--- src/rtl/cef_pkg.sv ---
// Package: shared types and constants for the cluster endpoint finder.
package cef_pkg;

    localparam int MAX_HITS  = 64;
    localparam int IDX_W     = $clog2(MAX_HITS);
    localparam int CNT_W     = $clog2(MAX_HITS + 1);
    localparam int COORD_W   = 20;
    localparam int DIST_W    = 42;
    localparam int CFG_IDX_W = 1;

    localparam logic [CFG_IDX_W-1:0] REG_NEIGHBOUR = 1'd0;
    localparam logic [CFG_IDX_W-1:0] REG_NEAR      = 1'd1;

    typedef struct packed {
        logic signed [COORD_W-1:0] hit_x;
        logic signed [COORD_W-1:0] hit_y;
        logic signed [COORD_W-1:0] from_x;
        logic signed [COORD_W-1:0] from_y;
        logic                      last_hit;
    } cef_in_t;

    typedef struct packed {
        logic                      found_two;
        logic [6:0]                endpoint_count;
        logic                      first_valid;
        logic [5:0]                first_index;
        logic signed [COORD_W-1:0] first_x;
        logic signed [COORD_W-1:0] first_y;
        logic                      second_valid;
        logic [5:0]                second_index;
        logic signed [COORD_W-1:0] second_x;
        logic signed [COORD_W-1:0] second_y;
        logic                      overflow;
    } cef_out_t;

    // Search job handed from the loader to the search engine.
    typedef struct packed {
        logic signed [COORD_W-1:0] from_x;
        logic signed [COORD_W-1:0] from_y;
        logic [CNT_W-1:0]          count;
        logic                      dropped;
    } cef_job_t;

    // Squared distance of two points; each product is 21x21 bits.
    function automatic logic [DIST_W-1:0] dist_sq(
        input logic signed [COORD_W-1:0] ax,
        input logic signed [COORD_W-1:0] ay,
        input logic signed [COORD_W-1:0] bx,
        input logic signed [COORD_W-1:0] by
    );
        logic signed [COORD_W:0] dx;
        logic signed [COORD_W:0] dy;
        logic [COORD_W:0] ux;
        logic [COORD_W:0] uy;
        logic [DIST_W-1:0] sq_x;
        logic [DIST_W-1:0] sq_y;
        dx = $signed({ax[COORD_W-1], ax}) - $signed({bx[COORD_W-1], bx});
        dy = $signed({ay[COORD_W-1], ay}) - $signed({by[COORD_W-1], by});
        ux = dx[COORD_W] ? (COORD_W+1)'(-dx) : dx;
        uy = dy[COORD_W] ? (COORD_W+1)'(-dy) : dy;
        sq_x = ux * ux;
        sq_y = uy * uy;
        return sq_x + sq_y;
    endfunction

endpackage

--- src/rtl/cef_loader.sv ---
// Front end: store hits, count them, and queue a search job on the last hit.
module cef_loader
    import cef_pkg::*;
(
    input  logic             clk,
    input  logic             rst_n,
    input  logic             start,
    input  cef_in_t          item,
    output logic             busy,
    output logic             wr_en,
    output logic [IDX_W-1:0] wr_addr,
    output logic             job_valid,
    output cef_job_t         job,
    input  logic             job_taken,
    input  logic             engine_idle
);

    logic [CNT_W-1:0] count_reg;
    logic             dropped_reg;
    logic             job_valid_reg;
    cef_job_t         job_reg;
    logic             accept;
    logic             store_full;

    // Hold off new hits while a job waits or the engine still reads the store.
    assign busy       = job_valid_reg || !engine_idle;
    assign accept     = start && !busy;
    assign store_full = (count_reg == CNT_W'(MAX_HITS));
    assign wr_en      = accept && !store_full;
    assign wr_addr    = count_reg[IDX_W-1:0];
    assign job_valid  = job_valid_reg;
    assign job        = job_reg;

    always_ff @(posedge clk or negedge rst_n)
    begin
        if (!rst_n)
        begin
            count_reg     <= '0;
            dropped_reg   <= 1'b0;
            job_valid_reg <= 1'b0;
        end
        else
        begin
            if (job_taken)
                job_valid_reg <= 1'b0;
            if (accept)
            begin
                if (item.last_hit)
                begin
                    job_valid_reg   <= 1'b1;
                    job_reg.from_x  <= item.from_x;
                    job_reg.from_y  <= item.from_y;
                    job_reg.count   <= store_full ? count_reg : count_reg + 1'b1;
                    job_reg.dropped <= dropped_reg || store_full;
                    count_reg       <= '0;
                    dropped_reg     <= 1'b0;
                end
                else if (store_full)
                    dropped_reg <= 1'b1;
                else
                    count_reg <= count_reg + 1'b1;
            end
        end
    end

    a_job_not_lost: assert property (@(posedge clk) disable iff (!rst_n)
        job_valid_reg && !job_taken |=> job_valid_reg)
        else $error("job dropped before taken");
    a_no_write_busy: assert property (@(posedge clk) disable iff (!rst_n)
        busy |-> !wr_en)
        else $error("store written while busy");
    a_count_bound: assert property (@(posedge clk) disable iff (!rst_n)
        count_reg <= CNT_W'(MAX_HITS))
        else $error("hit count beyond capacity");

endmodule

--- config.mk ---
export PLATFORM = sky130hd
export DESIGN_NAME = cef_loader
export DESIGN_NICKNAME = d
export VERILOG_FILES = /design/src/rtl/cef_pkg.sv /design/src/rtl/cef_loader.sv
export SDC_FILE = /design/constraint.sdc
export NUM_CORES = 1
export LEC_CHECK = 0
export BUFFER_PORTS_ARGS = -buffer_cell sky130_fd_sc_hd__buf_2
export CELL_PAD_IN_SITES_DETAIL_PLACEMENT = 1
export CELL_PAD_IN_SITES_GLOBAL_PLACEMENT = 1
export CORE_AREA = 10 10 90 92
export DETAILED_ROUTE_END_ITERATION = 8
export DIE_AREA = 0 0 100 102
export PLACE_DENSITY = 0.95
export SKIP_CTS_REPAIR_TIMING = 1
export SYNTH_ARGS = -nofsm -noshare
export SYNTH_HDL_FRONTEND = slang
export SYNTH_SLANG_ARGS = --single-unit
--- constraint.sdc ---
create_clock -name clk -period 5.7 [get_ports clk]
set_clock_uncertainty 0.15 [all_clocks]
set_input_delay 0.57 -clock clk [delete_from_list [all_inputs] [get_ports clk]]
set_output_delay 0.57 -clock clk [all_outputs]
set_load 0.02 [all_outputs]
# ---- Word-level counts from Yosys, hierarchy flattened
# Cells that the tools add are included.
dict set report word_totals {
  register_bits 57
  in_bits 86
  output_inout_bits 57
  word_cells 26
}
dict set report op_classes {
  addsub 1
  n_eq_ne 1
  n_mux 7
  reduce_logical 10
}
# op count
set op_table {}
lappend op_table {{two-way mux 7 bit} 2}
lappend op_table {{adder 7 x 1 -> 7 bit (second input constant)} 1}
lappend op_table {{equality test 7 bit (second input constant)} 1}
lappend op_table {{two-way mux 1 bit} 5}
lappend op_table {{zero test 1 bit} 3}
lappend op_table {{AND reduction 3 bit} 1}
lappend op_table {{logical AND 1 bit} 2}
lappend op_table {{logical OR 1 bit} 2}
lappend op_table {{AND reduction 2 bit} 1}
lappend op_table {{nonzero test 2 bit} 1}

# ---- Longest topological paths before layout
# Gate-level depths: netlist (run 1).
dict set report depth {
  ltp_word 5
  ltp_mapped 5
  mapped_depth_nobuf 5
}

# ---- Worst setup path after synthesis (run 1)
# OpenSTA, ideal clock, no wires.
dict set report synth_path {
  path_type {input -> register}
  startpoint {input port item[0] (netlist bit)}
  endpoint {register job_reg, in the netlist job[0], enable pin}
  setup_ns 0.411
  arrival_time_ns 2.071
  t_required_ns 5.139
  setup_slack_ns 3.068
  stages 2
  path_buffers 1
  cell_sequence {clkbuf_1 and3_1}
}
dict set report synth_between {
  elab_chain_len 1
}
# item line_no
set synth_lines {}
lappend synth_lines {{start: declaration} cef_loader.sv:8} ;# input cef_in_t item,
lappend synth_lines {{AND reduction 3 bit (no source line)} -}
lappend synth_lines {{end: declaration} cef_loader.sv:21} ;# cef_job_t job_reg;
# No other way between the ends.
# A chain may end at the register's enable or synchronous reset.

# ---- Final worst setup path (run 1)
dict set report layout_path {
  startpoint {input port rst_n}
  endpoint {register job_reg, in the netlist job[40], enable pin}
}
dict set report layout_between {
  elab_chain_len 1
}
# item line_no
set layout_lines {}
lappend layout_lines {{start: declaration} cef_loader.sv:6} ;# input logic rst_n,
lappend layout_lines {{AND reduction 3 bit (no source line)} -}
# No other way between the ends.

==> flow_summary.ini, run 1 <==
[sta]
fin_crit_sh_pct = 44.80
finalMaxSlewViolations = 0
hold_violations = 0
fin_crit_ns = 2.554
setup_tns_ns = 0
fmax_mhz = 391.6
holdWs_ns = 0.2700
relSlewSlack_pct = 28.78
setup_violations = 0
worst_pin_slew_ns = 1.068
rsz0062_at_grt = false

[detailed_routing]
drt_first_iter_violations = 48
dr.pass1.iters = 4
vias_per_cell = 4.584
wl_um = 5638
drc_errors = 0
vias = 1398
drt.antenna.violating_nets = 0
wl_per_cell_um = 18.49

[yosys]
synth_common_cells = 48 x edfxtp_1, 9 x dfrtp_1, 8 x buf_4
ys_ff_latch = 57
ys_warn_count = 0
async_reset_ff_share_pct = 15.79
ys.flop_type = edfxtp_1
synth_cell_types = 35
yosysSeqAreaShare_pct = 78.72
yosysMostFrequentCell = edfxtp_1
syn_nets = 206
synth_area_leaders = edfxtp_1 68%, dfrtp_1 11%, buf_4 2.8%
synth_cells = 118
synth-edff-count = 48
synth_top_area_share_pct = 68.09
yosys.area.top_type = edfxtp_1
syn_area_sq_um = 2117
syn_avg_cell_area_sq_um = 17.94

[final_layout]
fin_util_pct = 45.15
layout-drive-gt1-share_pct = 54.39
fin_cells = 305
diodes = 0
design_area_sq_um = 2834
largest_register_ffs = 48
final_nets = 311
areaGrowthSynthToFinish_pct = 33.87
fill_cells = 684

[run_status]
outcome = finished clean

[pwr]
ir_drop_mv = 0.1460
p_per_area_nw_per_um2 = 316.5
leakagePower_nw = 1.205

[clock_network]
cts_buffers = 9
cts.clk_slew.worst_paths_ns = 0.06
clkLatencyLatePin_ns = 0.32
htree_levels = 3
clockRootBuffer = clkbuf_8
cts.sinks = 57
cts_buffer_depth = 2
tritoncts = yes

[floorplanning]
rows = 29
dieHeight_um = 102
io_pins = 143
die_w_um = 100
initial_core_util_pct = 33.73
core-area_sq_um = 6277
die-area_sq_um = 10200

[hold_path]
min_path_type = in -> reg

[critical_path]
critPathCaptureType = flop
start_kind = input pin
critPathArrivalTime_ns = 2.34
path_class = in -> reg
required_ns = 5.49
cp_max_fo = 48

[placed_design]
hpwl_um = 4408
gp_congestion = 0.7656
post_dp_cell_area_sq_um = 2661
placed_cells = 288
io_buffers = 102

[grt]
grt_pass1_vias = 1539
grt_busiest_layer = met2
grt_overflow = 0
antenna_found_initial = 0
grt_pass1_wl_um = 8245
grt_util_met3_pct = 5.668
grt_max_degree = 49
grt_util_met2_pct = 17.27
met1_usage_pct = 11.56
track_usage_pct = 10.57

[run]
cap_violations = 0
## worst max-delay path, cell delays in order
cell,delay [ns]
dlygate4sd3_1,0.52
buf_2,0.26
and3_2,0.95
## worst paths after layout
path                        startpoint           end  slack [ns]  cells past startpoint
max                              rst_n       job[40]        3.15                      3
min in group asynchronous        rst_n   dropped_reg        0.50                      2
max reg2reg                  job_valid       job[40]        3.45                      2
min                            item[8]       job[15]        0.27                      1
min reg2reg                dropped_reg   dropped_reg        0.40                      2
max in group asynchronous        rst_n  count_reg[2]        4.69                      2
## stage by stage
step                      power [W]  setup WS (ns)
after floorplan           0.0005635          3.068
after global placement    0.0005945          3.216
after detailed placement  0.0006007          3.165
after CTS                 0.0009104          3.238
after global routing      0.0009347          3.047
final                     0.0008970          3.146
## logic make-up (layout without fill, tap and decap cells)
| group | after synthesis | count (layout) | share of synthesized area, % |
|---|---|---|---|
| XOR/XNOR | 4 | 4 | 1.655 |
| buffers and inverters | 14 | 124 | 3.901 |
| AO/OA/AOI/OAI | 17 | 17 | 6.028 |
| flip-flops | 57 | 57 | 78.72 |
| AND/OR/NAND/NOR | 23 | 23 | 8.038 |
| adder cells (fa/ha/maj) | 2 | 2 | 1.182 |
| multiplexers | 1 | 1 | 0.4728 |
## area by class of cell
cell class / count / area (sq um) / area share, %
Inverter: 5 / 18.77 / 0.6623
Tap cell: 77 / 96.34 / 3.400
Clock buffer: 10 / 127.6 / 4.503
Timing Repair Buffer: 103 / 520.5 / 18.37
Multi-Input combinational cell: 47 / 369.1 / 13.02
Sequential cell: 57 / 1667 / 58.81
Clock inverter: 6 / 35.03 / 1.236
## power by group
group / switching (W) / internal, W / leakage, nW
sequential: 0.0000151 / 0.000473 / 0.550
combinational: 0.0000563 / 0.0000458 / 0.572
clock: 0.000152 / 0.000154 / 0.0835
## cell usage in the layout (no fill, tap or decap), types with 2 or more instances in the layout
cell type / count
inv_1: 5
ha_1: 2
clkbuf_8: 9
nand2b_1: 2
clkinv_2: 3
edfxtp_1: 48
dfrtp_1: 9
nor2_1: 5
a31oi_1: 4
nand2_1: 2
buf_2: 102
xnor2_1: 3
a21oi_1: 2
o21ai_0: 3
or2_1: 2
## metal layers
layer	wire length [um]	vias to the layer above
met5	0	-
met4	41	0
met3	566	5
met2	2620	75
met1	2409	666
li1	-	652
Note: power is estimated with default switching activity, not from simulation.
==> run 2: changes to the inputs <==
--- a/config.mk
+++ b/config.mk
@@ -8,10 +8,10 @@
 export BUFFER_PORTS_ARGS = -buffer_cell sky130_fd_sc_hd__buf_2
 export CELL_PAD_IN_SITES_DETAIL_PLACEMENT = 1
 export CELL_PAD_IN_SITES_GLOBAL_PLACEMENT = 1
-export CORE_AREA = 10 10 90 92
+export CORE_AREA = 10 10 94 96
 export DETAILED_ROUTE_END_ITERATION = 8
-export DIE_AREA = 0 0 100 102
-export PLACE_DENSITY = 0.95
+export DIE_AREA = 0 0 104 106
+export PLACE_DENSITY = 0.88
 export SKIP_CTS_REPAIR_TIMING = 1
 export SYNTH_ARGS = -nofsm -noshare
 export SYNTH_HDL_FRONTEND = slang
==> constraint.sdc (replaced) <==
create_clock -name clk -period 2.6 [get_ports clk]
set_clock_uncertainty 0.15 [all_clocks]
set_input_delay 0.26 -clock clk [delete_from_list [all_inputs] [get_ports clk]]
set_output_delay 0.26 -clock clk [all_outputs]
set_load 0.02 [all_outputs]
==> run 2 against run 1 <==
Effect of this change: register-to-register slack worse by 2.7 ns; sequential cell count unchanged; die area up 8.1%; critical path depth up 3; sequential power up 120%; global-route usage down 0.19 points; count of clock-buffer cells in the layout down 1.
==> flow_summary.ini, run 2 (synthesized netlist as in run 1, its figures left out) <==
[clock_network]
clkLatencyLatePin_ns = 0.33
cts_buffers = 9
cts_buffer_depth = 2
cts.clk_slew.worst_paths_ns = 0.07
clockRootBuffer = clkbuf_8
htree_levels = 3
cts.sinks = 57
tritoncts = yes

[detailed_routing]
wl_um = 6728
vias = 1583
vias_per_cell = 4.278
drc_errors = 0
drt.antenna.violating_nets = 0
drt_first_iter_violations = 51
dr.pass1.iters = 4
wl_per_cell_um = 18.18

[floorplanning]
initial_core_util_pct = 29.99
io_pins = 143
core-area_sq_um = 7059
dieHeight_um = 106
rows = 31
die-area_sq_um = 11020
die_w_um = 104

[sta]
hold_violations = 0
setup_violations = 0
rsz0062_at_grt = false
setup_tns_ns = 0
final.setup.worst_slack_ns = 0.4761
fin_crit_sh_pct = 81.69
holdWs_ns = 0.1021
fin_crit_ns = 2.124
relSlewSlack_pct = 73.56
worst_pin_slew_ns = 0.3966
finalMaxSlewViolations = 0
fmax_mhz = 470.8

[critical_path]
path_class = reg -> out
cp_max_fo = 6
r2r_start = job_valid
required_ns = 2.19
crit_start = count_reg[0]
critPathCaptureType = primary output
start_kind = flop
critPathArrivalTime_ns = 1.71

[grt]
track_usage_pct = 10.38
grt_pass1_vias = 1560
grt_max_degree = 31
antenna_found_initial = 0
grt_pass1_wl_um = 8852
grt_overflow = 0

[placed_design]
gp_congestion = 0.6918
hpwl_um = 4446
io_buffers = 102
preCtsSetupSlack_ns = 0.7260
placed_cells = 312

[final_layout]
diodes = 0
multi_input_area_sq_um = 369.1
layout-drive-gt1-share_pct = 46.49
regArea_sq_um = 1667
fin_cells = 370
final_cell_mix = 102 x buf_2, 48 x edfxtp_1, 42 x dlygate4sd3_1
fill_cells = 756
areaGrowthSynthToFinish_pct = 59.69
final_common_cell = buf_2
largest_register_ffs = 48
final_nets = 354

[hold_path]
min_from = item[0]
min_path_type = in -> reg

[pwr]
leakagePower_nw = 1.432
p_per_area_nw_per_um2 = 719.0
ir_drop_mv = 0.3097
finalPower_w = 0.002431

[run_status]
outcome = finished clean

[run]
cap_violations = 0
[run 2: cell count changes in the layout (fill, tap and decap cells not counted), moves of 2 or more]
cell           previous run  this run
bufinv_16                 0         4
buf_4                     0         2
clkinv_2                  3         1
dlygate4sd3_1             1        42
[run 2: final timing paths]
path	endpoint	slack, ns	cells after the start
max	wr_en	0.48	6
min	dropped_reg	0.10	2
max reg2reg	job[31]	0.73	3
min reg2reg	job[0]	0.40	1
max in group asynchronous	count_reg[5]	1.91	2
min in group asynchronous	count_reg[0]	0.18	2
[run 2: worst max-delay path: stages (launching register included)]
cell and delay (ns):
dfrtp_1 0.45, inv_1 0.09, ha_1 0.15, nor4bb_4 0.27, and2_4 0.22, nor2_1 0.05
buf_2 0.15
[run 2: final cells by class]
cell class              instances  share of cell area [%]
clock buffers                   9                   3.664
clock inverters                 7                   3.923
inverters                       5                  0.5551
multi-input cells              47                   10.92
flip-flops and latches         57                   49.30
well taps                      99                   3.664
repair buffers                146                   27.98
[run 2: where the power goes]
| group | switching, W | internal [W] | total, W |
|---|---|---|---|
| Combinational | 0.000138 | 0.000142 | 0.000280 |
| Clock | 0.000356 | 0.000725 | 0.00108 |
| Sequential | 0.0000329 | 0.00104 | 0.00107 |
[run 2: routing by layer]
layer / global-route usage, % / part of all wire (%) / wire [um] / vias up
met2: 15.67 / 48 / 3219 / 80
met4: 5.368 / 1.5 / 99 / 0
met5: 0 / 0 / 0 / -
met1: 12.30 / 45 / 3009 / 759
li1: - / - / - / 735
met3: 4.589 / 5.9 / 399 / 9
[run 2: per-stage QoR]
step	utilization (%)	cell area, sq um
2_1_floorplan	-	2117
3_5_place_dp	38.30	2704
4_1_cts	41.94	2960
5_1_grt	47.89	3381
6_report	47.89	3381
3_3_place_gp	38.30	2704
